`src/assert_macros.svh`:
```
// Assertion macros used by the IPv4 prefix filter datapath.
`ifndef ASSERT_MACROS_SVH
`define ASSERT_MACROS_SVH

`ifndef NO_ASSERTIONS

// Property checked on every clock edge while out of reset.
`define ASSERT_CLK(lbl, prop, msg) \
    lbl: assert property (@(posedge i_clk) disable iff (!i_rst_n) (prop)) else $error(msg);

// Same-cycle implication checked on every clock edge while out of reset.
`define ASSERT_IMPLY(lbl, ante, cons, msg) \
    lbl: assert property (@(posedge i_clk) disable iff (!i_rst_n) (ante) |-> (cons)) \
        else $error(msg);

`else

`define ASSERT_CLK(lbl, prop, msg)
`define ASSERT_IMPLY(lbl, ante, cons, msg)

`endif

`endif

```
`src/ipfilt_pkg.sv`:
```
// Shared types, codes and a helper function of the IPv4 prefix filter.
`default_nettype none

package ipfilt_pkg;

    localparam int ALLOW_DEPTH_DEF = 8;
    localparam int BLOCK_DEPTH_DEF = 8;

    localparam int ADDR_W   = 32;
    localparam int LEN_W    = 6;
    localparam int FUNC_W   = 3;
    localparam int RULE_W   = ADDR_W + LEN_W;
    localparam int S_DATA_W = 40;
    localparam int M_DATA_W = 8;

    localparam logic [LEN_W-1:0] MAX_LEN = 6'd32;

    localparam logic [FUNC_W-1:0] FN_CHECK     = 3'd0;
    localparam logic [FUNC_W-1:0] FN_ADD_ALLOW = 3'd1;
    localparam logic [FUNC_W-1:0] FN_ADD_BLOCK = 3'd2;
    localparam logic [FUNC_W-1:0] FN_CLR_ALLOW = 3'd3;
    localparam logic [FUNC_W-1:0] FN_CLR_BLOCK = 3'd4;

    localparam logic [1:0] VERDICT_OK       = 2'd0;
    localparam logic [1:0] VERDICT_BLOCKED  = 2'd1;
    localparam logic [1:0] VERDICT_NO_ALLOW = 2'd2;

    typedef enum logic [2:0] {
        RES_NONE    = 3'd0,
        RES_PASS    = 3'd1,
        RES_BLOCKED = 3'd2,
        RES_NOMATCH = 3'd3,
        RES_FULL    = 3'd4
    } t_res;

    typedef struct packed {
        logic        load;
        logic        scan_start;
        logic        scan;
        logic        sel_allow;
        logic        wr_allow;
        logic        wr_block;
        logic        clr_allow;
        logic        clr_block;
        logic        res_we;
        t_res        res;
        logic        out_load;
    } t_cmd;

    typedef struct packed {
        logic [FUNC_W-1:0] func;
        logic              allow_full;
        logic              block_full;
        logic              allow_empty;
        logic              hit;
        logic              scan_end;
        logic              out_busy;
    } t_stat;

    // A length of zero gives an empty mask and 32 gives a full mask.
    function automatic logic [ADDR_W-1:0] prefix_mask(input logic [LEN_W-1:0] len);
        prefix_mask = ~({ADDR_W{1'b1}} >> len);
    endfunction

endpackage

`default_nettype wire

```
`src/ipfilt_ram.sv`:
```
// Generic single-write, single-read RAM with a registered read port.
`default_nettype none

module ipfilt_ram #(
    parameter int WIDTH = 38,
    parameter int DEPTH = 8,
    localparam int AW = (DEPTH > 1) ? $clog2(DEPTH) : 1
) (
    input  wire logic             i_clk,
    input  wire logic             i_we,
    input  wire logic [AW-1:0]    i_waddr,
    input  wire logic [WIDTH-1:0] i_wdata,
    input  wire logic [AW-1:0]    i_raddr,
    output logic      [WIDTH-1:0] o_rdata
);

    logic [WIDTH-1:0] r_mem [DEPTH];
    logic [WIDTH-1:0] r_rdata;

    always_ff @(posedge i_clk) begin
        if (i_we) begin
            r_mem[i_waddr] <= i_wdata;
        end
        r_rdata <= r_mem[i_raddr];
    end

    assign o_rdata = r_rdata;

endmodule

`default_nettype wire

```
`src/ipfilt_ctrl.sv`:
```
// Controller state machine that sequences item decode, rule scans and result hand-off.
`default_nettype none

module ipfilt_ctrl (
    input  wire logic             i_clk,
    input  wire logic             i_rst_n,
    input  wire logic             i_s_tvalid,
    output logic                  o_s_tready,
    input  wire ipfilt_pkg::t_stat i_stat,
    output ipfilt_pkg::t_cmd      o_cmd
);

    typedef enum logic [4:0] {
        ST_IDLE  = 5'b00001,
        ST_EXEC  = 5'b00010,
        ST_BSCAN = 5'b00100,
        ST_ASCAN = 5'b01000,
        ST_FIN   = 5'b10000
    } t_state;

    t_state           r_state;
    t_state           n_state;
    ipfilt_pkg::t_cmd cmd;

    always_comb begin
        n_state = r_state;
        cmd     = '0;
        case (r_state)
            ST_IDLE: begin
                if (i_s_tvalid) begin
                    cmd.load = 1'b1;
                    n_state  = ST_EXEC;
                end
            end
            ST_EXEC: begin
                cmd.res_we = 1'b1;
                cmd.res    = ipfilt_pkg::RES_NONE;
                n_state    = ST_FIN;
                case (i_stat.func)
                    ipfilt_pkg::FN_CHECK: begin
                        cmd.res_we     = 1'b0;
                        cmd.scan_start = 1'b1;
                        cmd.sel_allow  = 1'b0;
                        n_state        = ST_BSCAN;
                    end
                    ipfilt_pkg::FN_ADD_ALLOW: begin
                        if (i_stat.allow_full) begin
                            cmd.res = ipfilt_pkg::RES_FULL;
                        end else begin
                            cmd.wr_allow = 1'b1;
                        end
                    end
                    ipfilt_pkg::FN_ADD_BLOCK: begin
                        if (i_stat.block_full) begin
                            cmd.res = ipfilt_pkg::RES_FULL;
                        end else begin
                            cmd.wr_block = 1'b1;
                        end
                    end
                    ipfilt_pkg::FN_CLR_ALLOW: begin
                        cmd.clr_allow = 1'b1;
                    end
                    ipfilt_pkg::FN_CLR_BLOCK: begin
                        cmd.clr_block = 1'b1;
                    end
                    default: begin
                        cmd.res = ipfilt_pkg::RES_NONE;
                    end
                endcase
            end
            ST_BSCAN: begin
                cmd.scan = 1'b1;
                if (i_stat.hit) begin
                    cmd.res_we = 1'b1;
                    cmd.res    = ipfilt_pkg::RES_BLOCKED;
                    n_state    = ST_FIN;
                end else if (i_stat.scan_end) begin
                    if (i_stat.allow_empty) begin
                        cmd.res_we = 1'b1;
                        cmd.res    = ipfilt_pkg::RES_PASS;
                        n_state    = ST_FIN;
                    end else begin
                        cmd.scan_start = 1'b1;
                        cmd.sel_allow  = 1'b1;
                        n_state        = ST_ASCAN;
                    end
                end
            end
            ST_ASCAN: begin
                cmd.scan = 1'b1;
                if (i_stat.hit) begin
                    cmd.res_we = 1'b1;
                    cmd.res    = ipfilt_pkg::RES_PASS;
                    n_state    = ST_FIN;
                end else if (i_stat.scan_end) begin
                    cmd.res_we = 1'b1;
                    cmd.res    = ipfilt_pkg::RES_NOMATCH;
                    n_state    = ST_FIN;
                end
            end
            ST_FIN: begin
                if (!i_stat.out_busy) begin
                    cmd.out_load = 1'b1;
                    n_state      = ST_IDLE;
                end
            end
            default: begin
                n_state = ST_IDLE;
            end
        endcase
    end

    always_ff @(posedge i_clk) begin
        if (!i_rst_n) begin
            r_state <= ST_IDLE;
        end else begin
            r_state <= n_state;
        end
    end

    assign o_s_tready = (r_state == ST_IDLE);
    assign o_cmd      = cmd;

endmodule

`default_nettype wire

```
`src/ipfilt_dp.sv`:
```
// Datapath: item registers, rule stores, list counts, prefix compare and output register.
`default_nettype none

`include "assert_macros.svh"

module ipfilt_dp #(
    parameter int ALLOW_DEPTH = ipfilt_pkg::ALLOW_DEPTH_DEF,
    parameter int BLOCK_DEPTH = ipfilt_pkg::BLOCK_DEPTH_DEF
) (
    input  wire logic                              i_clk,
    input  wire logic                              i_rst_n,
    input  wire logic [ipfilt_pkg::S_DATA_W-1:0]   i_s_tdata,
    input  wire logic [ipfilt_pkg::FUNC_W-1:0]     i_s_tuser,
    input  wire ipfilt_pkg::t_cmd                  i_cmd,
    output ipfilt_pkg::t_stat                      o_stat,
    output logic                                   o_m_tvalid,
    output logic      [ipfilt_pkg::M_DATA_W-1:0]   o_m_tdata,
    input  wire logic                              i_m_tready
);

    localparam int AW_W = ipfilt_pkg::ADDR_W;
    localparam int LN_W = ipfilt_pkg::LEN_W;
    localparam int RW   = ipfilt_pkg::RULE_W;
    localparam int AAW  = (ALLOW_DEPTH > 1) ? $clog2(ALLOW_DEPTH) : 1;
    localparam int BAW  = (BLOCK_DEPTH > 1) ? $clog2(BLOCK_DEPTH) : 1;
    localparam int ACW  = $clog2(ALLOW_DEPTH + 1);
    localparam int BCW  = $clog2(BLOCK_DEPTH + 1);
    localparam int IW   = (ACW > BCW) ? ACW : BCW;

    logic [ipfilt_pkg::FUNC_W-1:0]   r_func;
    logic [AW_W-1:0]                 r_addr;
    logic [LN_W-1:0]                 r_len;
    logic [ACW-1:0]                  r_allow_cnt;
    logic [BCW-1:0]                  r_block_cnt;
    logic [IW-1:0]                   r_idx;
    logic                            r_rvld;
    logic                            r_sel_allow;
    ipfilt_pkg::t_res                r_res;
    logic                            r_m_valid;
    logic [ipfilt_pkg::M_DATA_W-1:0] r_m_data;
    logic [ipfilt_pkg::M_DATA_W-1:0] n_m_data;

    logic [LN_W-1:0] in_len;
    logic [LN_W-1:0] in_len_sat;
    logic [IW-1:0]   cnt_sel;
    logic            issue;
    logic [RW-1:0]   allow_q;
    logic [RW-1:0]   block_q;
    logic [RW-1:0]   rule_q;
    logic [AW_W-1:0] rule_mask;
    logic            hit;
    logic            allow_full;
    logic            block_full;
    logic [1:0]      verdict;

    assign in_len     = i_s_tdata[AW_W +: LN_W];
    assign in_len_sat = (in_len > ipfilt_pkg::MAX_LEN) ? ipfilt_pkg::MAX_LEN : in_len;

    assign cnt_sel    = r_sel_allow ? IW'(r_allow_cnt) : IW'(r_block_cnt);
    assign issue      = i_cmd.scan && (r_idx < cnt_sel);
    assign rule_q     = r_sel_allow ? allow_q : block_q;
    assign rule_mask  = ipfilt_pkg::prefix_mask(rule_q[AW_W +: LN_W]);
    assign hit        = r_rvld && (((r_addr ^ rule_q[AW_W-1:0]) & rule_mask) == '0);
    assign allow_full = (r_allow_cnt == ACW'(ALLOW_DEPTH));
    assign block_full = (r_block_cnt == BCW'(BLOCK_DEPTH));

    ipfilt_ram #(
        .WIDTH(RW),
        .DEPTH(ALLOW_DEPTH)
    ) u_allow_ram (
        .i_clk  (i_clk),
        .i_we   (i_cmd.wr_allow),
        .i_waddr(r_allow_cnt[AAW-1:0]),
        .i_wdata({r_len, r_addr}),
        .i_raddr(r_idx[AAW-1:0]),
        .o_rdata(allow_q)
    );

    ipfilt_ram #(
        .WIDTH(RW),
        .DEPTH(BLOCK_DEPTH)
    ) u_block_ram (
        .i_clk  (i_clk),
        .i_we   (i_cmd.wr_block),
        .i_waddr(r_block_cnt[BAW-1:0]),
        .i_wdata({r_len, r_addr}),
        .i_raddr(r_idx[BAW-1:0]),
        .o_rdata(block_q)
    );

    always_ff @(posedge i_clk) begin
        if (i_cmd.load) begin
            r_func <= i_s_tuser;
            r_addr <= i_s_tdata[AW_W-1:0];
            r_len  <= in_len_sat;
        end
        if (i_cmd.scan_start) begin
            r_idx       <= '0;
            r_sel_allow <= i_cmd.sel_allow;
        end else if (issue) begin
            r_idx <= r_idx + IW'(1);
        end
        if (i_cmd.res_we) begin
            r_res <= i_cmd.res;
        end
        if (i_cmd.out_load) begin
            r_m_data <= n_m_data;
        end
    end

    always_ff @(posedge i_clk) begin
        if (!i_rst_n) begin
            r_allow_cnt <= '0;
            r_block_cnt <= '0;
            r_rvld      <= 1'b0;
            r_m_valid   <= 1'b0;
        end else begin
            if (i_cmd.clr_allow) begin
                r_allow_cnt <= '0;
            end else if (i_cmd.wr_allow) begin
                r_allow_cnt <= r_allow_cnt + ACW'(1);
            end
            if (i_cmd.clr_block) begin
                r_block_cnt <= '0;
            end else if (i_cmd.wr_block) begin
                r_block_cnt <= r_block_cnt + BCW'(1);
            end
            r_rvld <= i_cmd.scan_start ? 1'b0 : issue;
            if (i_cmd.out_load) begin
                r_m_valid <= 1'b1;
            end else if (i_m_tready) begin
                r_m_valid <= 1'b0;
            end
        end
    end

    always_comb begin
        case (r_res)
            ipfilt_pkg::RES_BLOCKED: verdict = ipfilt_pkg::VERDICT_BLOCKED;
            ipfilt_pkg::RES_NOMATCH: verdict = ipfilt_pkg::VERDICT_NO_ALLOW;
            default:                 verdict = ipfilt_pkg::VERDICT_OK;
        endcase
    end

    assign n_m_data = {4'b0000, (r_res == ipfilt_pkg::RES_FULL), verdict,
                       (r_res == ipfilt_pkg::RES_PASS)};

    assign o_stat.func        = r_func;
    assign o_stat.allow_full  = allow_full;
    assign o_stat.block_full  = block_full;
    assign o_stat.allow_empty = (r_allow_cnt == '0);
    assign o_stat.hit         = hit;
    assign o_stat.scan_end    = (r_idx == cnt_sel);
    assign o_stat.out_busy    = r_m_valid && !i_m_tready;

    assign o_m_tvalid = r_m_valid;
    assign o_m_tdata  = r_m_data;

    `ASSERT_IMPLY(a_no_write_full_allow, i_cmd.wr_allow, !allow_full, "Rule written to a full allow list")
    `ASSERT_IMPLY(a_no_write_full_block, i_cmd.wr_block, !block_full, "Rule written to a full block list")
    `ASSERT_IMPLY(a_scan_in_range, i_cmd.scan && !i_cmd.scan_start, r_idx <= cnt_sel, "Scan index ran past the list count")
    `ASSERT_IMPLY(a_out_free, i_cmd.out_load, !(r_m_valid && !i_m_tready), "Result loaded over a pending transfer")

endmodule

`default_nettype wire

```
`src/ipv4_prefix_access_filter_unit.sv`:
```
// Top level of the IPv4 prefix access filter: controller plus datapath.
//
//  channel   dir  handshake                      payload
//  s_axis    in   s_axis_tvalid / s_axis_tready  tdata: address, pfx_len; tuser: func
//  m_axis    out  m_axis_tvalid / m_axis_tready  tdata: allowed, verdict, status
//
// An add, a clear or an unused code writes its result in the execute state, then loads it out.
// A check scans the block list, then the allow list unless it is empty; a block hit ends the
// check at once, and each rule compared costs one RAM read and compare.
// The input is taken once the previous item has moved to the output register.
// A stalled output holds its result, and the next item then waits at the end.
// Reset clears both list counts; stored rules are not cleared.
`default_nettype none

module ipv4_prefix_access_filter_unit #(
    parameter int ALLOW_DEPTH = ipfilt_pkg::ALLOW_DEPTH_DEF,
    parameter int BLOCK_DEPTH = ipfilt_pkg::BLOCK_DEPTH_DEF
) (
    input  wire logic                            i_clk,
    input  wire logic                            i_rst_n,
    input  wire logic                            s_axis_tvalid,
    output logic                                 s_axis_tready,
    // [31:0] address, [37:32] pfx_len, [39:38] zero.
    input  wire logic [ipfilt_pkg::S_DATA_W-1:0] s_axis_tdata,
    // [2:0] func.
    input  wire logic [ipfilt_pkg::FUNC_W-1:0]   s_axis_tuser,
    output logic                                 m_axis_tvalid,
    input  wire logic                            m_axis_tready,
    // [0] allowed, [2:1] verdict, [3] status, [7:4] zero.
    output logic      [ipfilt_pkg::M_DATA_W-1:0] m_axis_tdata
);

    ipfilt_pkg::t_cmd  cmd;
    ipfilt_pkg::t_stat stat;

    ipfilt_ctrl u_ctrl (
        .i_clk     (i_clk),
        .i_rst_n   (i_rst_n),
        .i_s_tvalid(s_axis_tvalid),
        .o_s_tready(s_axis_tready),
        .i_stat    (stat),
        .o_cmd     (cmd)
    );

    ipfilt_dp #(
        .ALLOW_DEPTH(ALLOW_DEPTH),
        .BLOCK_DEPTH(BLOCK_DEPTH)
    ) u_dp (
        .i_clk     (i_clk),
        .i_rst_n   (i_rst_n),
        .i_s_tdata (s_axis_tdata),
        .i_s_tuser (s_axis_tuser),
        .i_cmd     (cmd),
        .o_stat    (stat),
        .o_m_tvalid(m_axis_tvalid),
        .o_m_tdata (m_axis_tdata),
        .i_m_tready(m_axis_tready)
    );

endmodule

`default_nettype wire
```
`config.mk`:
```
export PLATFORM = sky130hd
export DESIGN_NAME = ipv4_prefix_access_filter_unit
export DESIGN_NICKNAME = d
export VERILOG_FILES = /design/src/ipfilt_pkg.sv /design/src/ipfilt_ram.sv /design/src/ipfilt_ctrl.sv /design/src/ipfilt_dp.sv /design/src/ipv4_prefix_access_filter_unit.sv
export VERILOG_INCLUDE_DIRS = /design/src /design/src/src
export SDC_FILE = /design/constraint.sdc
export NUM_CORES = 1
export LEC_CHECK = 0
export ABC_AREA = 1
export BUFFER_PORTS_ARGS = -buffer_cell sky130_fd_sc_hd__buf_2
export CORE_MARGIN = 2
export CORE_UTILIZATION = 50
export CTS_BUF_LIST = sky130_fd_sc_hd__clkbuf_4 sky130_fd_sc_hd__clkbuf_8
export DETAILED_ROUTE_END_ITERATION = 8
export MAX_ROUTING_LAYER = met4
export PLACE_DENSITY = 0.69
export SYNTH_ARGS = -nofsm -noshare
export SYNTH_HDL_FRONTEND = slang
export SYNTH_HIERARCHICAL = 1
export SYNTH_SLANG_ARGS = --single-unit
```
`constraint.sdc`:
```
create_clock -name i_clk -period 5.08 [get_ports i_clk]
set_clock_uncertainty 0.2 [all_clocks]
set_input_delay 0.508 -clock i_clk [delete_from_list [all_inputs] [get_ports i_clk]]
set_output_delay 0.508 -clock i_clk [all_outputs]
set_load 0.02 [all_outputs]
```
==> metrics, run 1 <==
PwrDens=382.9 nW/um2; Min-Delay Path Class=reg2reg; synth warn=6; CP Data Arrival Time=3.76 ns; Max Slew Vio Count=0; RSZ-0062 raised after global routing=no; Synth cell types=36; routability cong.=0.9133; Worst R2R Setup Slack=1.51 ns; Post-CTS Hold Fix Bufs=45; mean area per synthesized cell=9.736 um2; CP Launch Type=register; Ports=57; Yosys reg bits=752; launch point of the worst path=u_dp/r_block_cnt[1]$_SDFFE_PP0P_; max_slew headroom=0.2270; LEAKAGE=16.41 nW; max-cap viol count=0; post-route minimum period=3.570 ns; DRT Wirelength=73.40 mm; Sw Ratio=0.2579; path type of the worst setup path=reg2reg; largest family of logic cells by synthesized area=simple AND/OR/NAND/NOR gates; first-pass detailed-route iteration total=7; CTS tree=done; crit path max fanout=18; initial core utilization=0.5053; final hold vios=0; Worst Max-Slew Pin Slew=1.158 ns; Die Height=259.3 um; Crit. End Element=register; via/cell ratio=4.904; hold depth=1; Tot Pwr=14.00 mW; first-pass GRT wire length=112.9 mm; Reg2Reg Depth=8; maximum VDD drop=331.7 uV; row count=93; reg2reg end=u_dp/u_block_ram/r_mem[1][25]$_DFFE_PP_; die area=67210 um2; hold slack=0.2699 ns; Layout area overhead=12.27%; post-synthesis cell count=3346; Post-CTS Setup Repair Bufs=0; Tot GR Track Use=0.2268; multi-input logic area=7589 um2; mapped cell area=32580 um2; Port Buffer Count=50; setup TNS=0 ns; Int Pwr=10.39 mW; Reg power frac=0.509; largest net degree at the start of global routing=183; DR WL/cell=16.59 um; sequential area share after synthesis=0.6640; Clock Power Share=0.374; Worst R2R Start=u_dp/r_block_cnt[1]$_SDFFE_PP0P_; Filler Cells Inserted=5424; post-synthesis mux area share=0; clock buffer count from CTS=115; WP data required=5.27 ns; drt drc=0; via count=21700; fmax=280.1 MHz; Clock Path Buffers=3; clk root buf=clkbuf_8; Final #Nets=3523; initial DRC count=1727; initial antenna violation count=2; sequential cell area=21640 um2; Clock Sinks=752; crit share post-route=0.7027; Final Core Density=0.5673; grt total ovfl=0; clock latency on the worst-skew pair=0.72 ns; Reg clk slew, reported paths=0.07 ns; share of total power in combinational logic=0.117; Clock H-tree levels=3; HP Start=u_dp/r_block_cnt[3]$_SDFFE_PP0P_; Synth Area in Compound Gates=0.007144; end of the worst hold path=u_dp/r_block_cnt[3]$_SDFFE_PP0P_; status=finished, final reports clean; share of cells above drive strength 1=0.1493; core region area=64460 um2; xor/xnor cell area share of the yosys netlist=0.005108; detailed-placement wirelength estimate=39.74 mm; Post-Synth Simple-Gate Area=0.2129; number of global-route vias before repair=20450; Die Width=259.3 um; post-CTS sizing=0; switching power=3.611 mW; Setup-failing EPs final=0; post-route ant nets=0; adder-cell share of the synthesized area=0.003457
## stage by stage
step	area, um2	setup slack [ns]	instances
floorplan	32590	1.232	3349
global placement	33620	1.540	4160
detailed placement	33620	1.484	4160
CTS	36570	1.484	4424
global route	36570	1.221	4425
finish	36570	1.510	4425
## synthesized netlist by cell type
cell type,instances,area [um2]
inv_4,3,18.77
o21ai_1,6,30.03
nor3_1,14,70.07
buf_6,27,304.0
buf_4,17,127.6
xor2_1,18,157.7
clkbuf_1,21,78.83
ha_1,9,112.6
edfxtp_1,657,19730
nand3_2,2,20.02
inv_2,176,660.6
o211ai_1,2,15.01
nand3b_1,2,15.01
conb_1,1,3.750
xnor2_1,1,8.760
a21o_1,1,7.510
nor4_1,1,6.260
nand2_2,11,68.82
o21ai_0,16,80.08
nand2_1,1231,4621
or2_2,1,6.260
nor2_1,70,262.8
nand2_4,2,22.52
nor2_2,5,31.28
nor3b_1,3,22.52
nand3_1,334,1672
buf_2,70,350.3
a21oi_2,2,17.52
inv_1,521,1956
a21oi_1,14,70.07
nor2_4,3,33.78
o31ai_2,1,12.51
nor2_8,1,20.02
nand4_1,6,37.54
nor4_2,2,25.02
dfxtp_1,95,1902
## worst max-delay path, cell delays in order (launching register included)
cell     delay (ns)
dfxtp_1        0.44
inv_1          0.09
ha_1           0.18
nand2_1        0.06
nor2_1         0.05
nor3_1         0.60
nand2_1        0.41
nor2_4         0.80
buf_4          0.40
## layout make-up
class                           instances  area share
Inverter                              700     0.07205
Multi-Input combinational cell       1762      0.2075
Tap cell                              855     0.02925
Clock inverter                         21    0.003969
Antenna cell                            1  0.00006842
Clock buffer                          198     0.06442
Timing Repair Buffer                  136     0.03100
Sequential cell                       752      0.5918
## kinds of logic after synthesis
| kind of cell | Yosys count |
|---|---|
| simple gates | 1688 |
| buf+inv | 835 |
| flops | 752 |
| compound gates | 42 |
| xor+xnor | 19 |
| fa+ha+maj | 9 |
| other cells | 1 |
## routing by layer
metal  track usage  vias to the layer above  part of all wire
met4       0.07567                        0             0.019
met5             -                        -                 0
met3       0.03183                       99             0.056
met2        0.3821                      621              0.50
li1              -                    10660                 -
met1        0.2829                    10320              0.43
## state kept, by name, indices dropped and copies added (netlist names), 3 cells and up
| name | flops |
|---|---|
| u_dp/u_allow_ram/r_mem | 304 |
| u_dp/u_block_ram/r_mem | 304 |
| u_dp/u_allow_ram/o_rdata | 38 |
| u_dp/u_block_ram/o_rdata | 38 |
| u_dp/r_addr | 32 |
| u_dp/r_len | 6 |
| u_ctrl/r_state | 5 |
| u_dp/o_m_tdata | 4 |
| u_dp/r_allow_cnt | 4 |
| u_dp/r_block_cnt | 4 |
| u_dp/r_idx | 4 |
| u_dp/r_func | 3 |
| u_dp/r_res | 3 |
## how the worst max path moves through the flow
stage / to / slack (ns) / cells after the start
finish: u_dp/u_block_ram/r_mem[1][25]$_DFFE_PP_ / 1.51 / 8
global route: u_dp/r_res[2]$_DFFE_PP_ / 1.22 / 17
CTS: u_dp/u_block_ram/r_mem[1][25]$_DFFE_PP_ / 1.48 / 8
detailed placement: u_dp/u_block_ram/r_mem[1][18]$_DFFE_PP_ / 1.48 / 8
global placement: u_dp/u_block_ram/r_mem[1][18]$_DFFE_PP_ / 1.54 / 8
floorplan: u_dp/u_allow_ram/r_mem[1][0]$_DFFE_PP_ / 1.23 / 8
## cells in the final DEF, fill, tap and decap left out, types with 45 or more instances in the layout
master,n
buf_2,50
clkbuf_4,59
clkbuf_8,139
dfxtp_1,92
dlygate4sd3_1,45
edfxtp_1,657
inv_1,519
inv_2,178
nand2_1,1231
nand3_1,334
nor2_1,53
## power by group through the flow
stage | logic [mW] | registers, mW | clock network (mW)
after global placement | 1.57 | 7.26 | 0
final | 1.64 | 7.13 | 5.23
after global routing | 1.85 | 7.16 | 5.59
after floorplan | 1.30 | 7.17 | 0
after detailed placement | 1.59 | 7.26 | 0
after CTS | 1.63 | 7.14 | 5.32
(Power assumes the default switching activity.)
==> inputs of run 2 (changes only) <==
PLACE_DENSITY = 0.71   (was 0.69)
clock period = 3 ns   (was 5.08 ns; I/O delays follow)
==> run 2 against run 1 <==
Net effect: non-clock buffer count up 62; combinational power up 84%; flip-flop and latch count unchanged.
==> metrics, run 2 (synthesis gave the netlist of run 1 again) <==
commonest non-fill, non-tap cell in the layout=nand2_1; grt total ovfl=0 (unchanged); Finished Cell Area=37350 um2 (+2.1%); CP Launch Type=register; Clock Path Buffers=3 (unchanged); Int Pwr=17.49 mW (+68%); PwrDens=636.2 nW/um2 (+66%); DRT Wirelength=76.34 mm (+4.0%); Ports=57 (unchanged); DP Area=34230 um2 (+1.8%); share of total power in combinational logic=0.127 (+0.010); via/cell ratio=4.914 (+0.22%); path type of the worst setup path=reg2reg; fmax=351.1 MHz (+25%); Layout area overhead=14.67%; status=finished, final reports clean; CP Data Arrival Time=3.05 ns (-0.71 ns); Reg clk slew, reported paths=0.06 ns (about the same); Reg power frac=0.508 (about the same); crit share post-route=0.9495 (+0.2468); Clock Sinks=752 (unchanged); row count=93 (unchanged); number of global-route vias before repair=20880 (+2.1%); Crit. End Element=register; clk root buf=clkbuf_8; initial antenna violation count=2 (unchanged); drt drc=0 (unchanged); Sw Ratio=0.2641 (+0.006230); Setup-failing EPs final=0 (unchanged); post-route ant nets=0 (unchanged); most frequent cells in the layout=nand2_1, edfxtp_1, inv_1; die area=67210 um2 (unchanged); clock latency on the worst-skew pair=0.73 ns (about the same); via count=22020 (+1.5%); crit path max fanout=8 (-10); WP data required=3.20 ns (-2.07 ns); initial core utilization=0.5053 (unchanged); Final #Nets=3582 (+1.7%); Worst Max-Slew Pin Slew=1.113 ns (-0.04500 ns); LEAKAGE=16.77 nW (+2.2%); RSZ-0062 raised after global routing=no; setup TNS=0 ns (unchanged); max_slew headroom=0.2581 (+0.03112); Min-Delay Path Class=in2reg; Clock Power Share=0.366 (-0.008); first-pass detailed-route iteration total=5 (-2); CTS tree=done; Tot GR Track Use=0.2356 (+0.008839); post-route minimum period=2.849 ns (-0.7213 ns); Die Width=259.3 um (unchanged); routability cong.=0.8915 (-2.4%); Tot Pwr=23.76 mW (+70%); maximum VDD drop=430.6 uV (+30%); largest net degree at the start of global routing=157 (-14%); Port Buffer Count=50 (unchanged); Max Slew Vio Count=0 (unchanged); initial DRC count=2117 (+23%); DR WL/cell=17.04 um (+2.7%); detailed-placement wirelength estimate=44.00 mm (+11%); first-pass GRT wire length=116.8 mm (+3.5%); Clock H-tree levels=3 (unchanged); Die Height=259.3 um (unchanged); clock buffer count from CTS=111 (-3.5%); max-cap viol count=0 (unchanged); Regs by FF count=u_dp/u_allow_ram/r_mem (304), u_dp/u_block_ram/r_mem (304); core region area=64460 um2 (unchanged); share of cells above drive strength 1=0.1652 (+0.01590); switching power=6.276 mW (+74%); final hold vios=0 (unchanged); hold slack=0.08309 ns (-0.1868 ns)
==> run 2: what timing repair did <==
action | CTS | global route
gates cloned | 1 | 2
hold buffers | 49 | 0
endpoints found under the hold margin | 60 | 0
gates resized for setup | 3 | 37
buffers inserted | 1 | 3
pin swaps | 0 | 8
setup endpoints to repair | 10 | 11
==> run 2: through the flow <==
step	setup WS (ns)	std cells	util
after floorplan	-0.2891	3349	-
after global placement	-0.1346	4213	0.5310
after detailed placement	-0.1876	4213	0.5310
after CTS	0.01500	4476	0.5766
after global routing	0.02371	4481	0.5795
final	0.1515	4481	0.5795
==> run 2: final cells by class <==
cell class	instances	area (um2)
timing repair inverter	1	6.256
fill	5285	27110
clock buffer	166	2078
antenna	1	2.502
tap	855	1070
timing repair buffer	198	1881
inverter	700	2640
multi-input combinational	1762	7697
clock inverter	46	337.8
sequential	752	21640
==> run 2: per-layer routing <==
metal	track usage	share of wire
met1	0.2965	0.41
met2	0.3794	0.48
met3	0.03505	0.070
met4	0.1073	0.041
met5	-	0
==> run 2: critical path: stages, from the launching register on <==
cell and delay, ns:
edfxtp_1 0.42, buf_12 0.18, clkbuf_16 0.17, nand2_2 0.08, nand2_4 0.10, nor2_8 0.16, nand2_2 0.09, nand2_1 0.06
nand2_1 0.04, nor2_1 0.09, nand2_1 0.07, nor2_1 0.08, nand3_1 0.11, nor2_4 0.21, inv_1 0.12, nand2_2 0.10
nand4_1 0.13, nand3_2 0.13
==> run 2: power by group through the flow <==
stage          clock [mW]  sequential (mW)  combinational, mW
2_1_floorplan           0             12.1               2.21
3_3_place_gp            0             12.3               2.81
3_5_place_dp            0             12.3               2.87
4_1_cts              8.84             12.1               2.94
5_1_grt              9.28             12.1               3.39
6_report             8.69             12.1               3.01
==> run 2: final timing paths <==
kind	depth (start not counted)	startpoint	endpoint	slack [ns]
worst max-delay path	17	u_dp/r_sel_allow$_DFFE_PP_	u_dp/r_res[1]$_DFFE_PP_	0.15
worst min-delay path	2	s_axis_tdata[6]	u_dp/r_addr[6]$_DFFE_PP_	0.08
worst max register to register	17	u_dp/r_sel_allow$_DFFE_PP_	u_dp/r_res[1]$_DFFE_PP_	0.15
worst min register to register	1	u_dp/r_block_cnt[3]$_SDFFE_PP0P_	u_dp/r_block_cnt[3]$_SDFFE_PP0P_	0.28
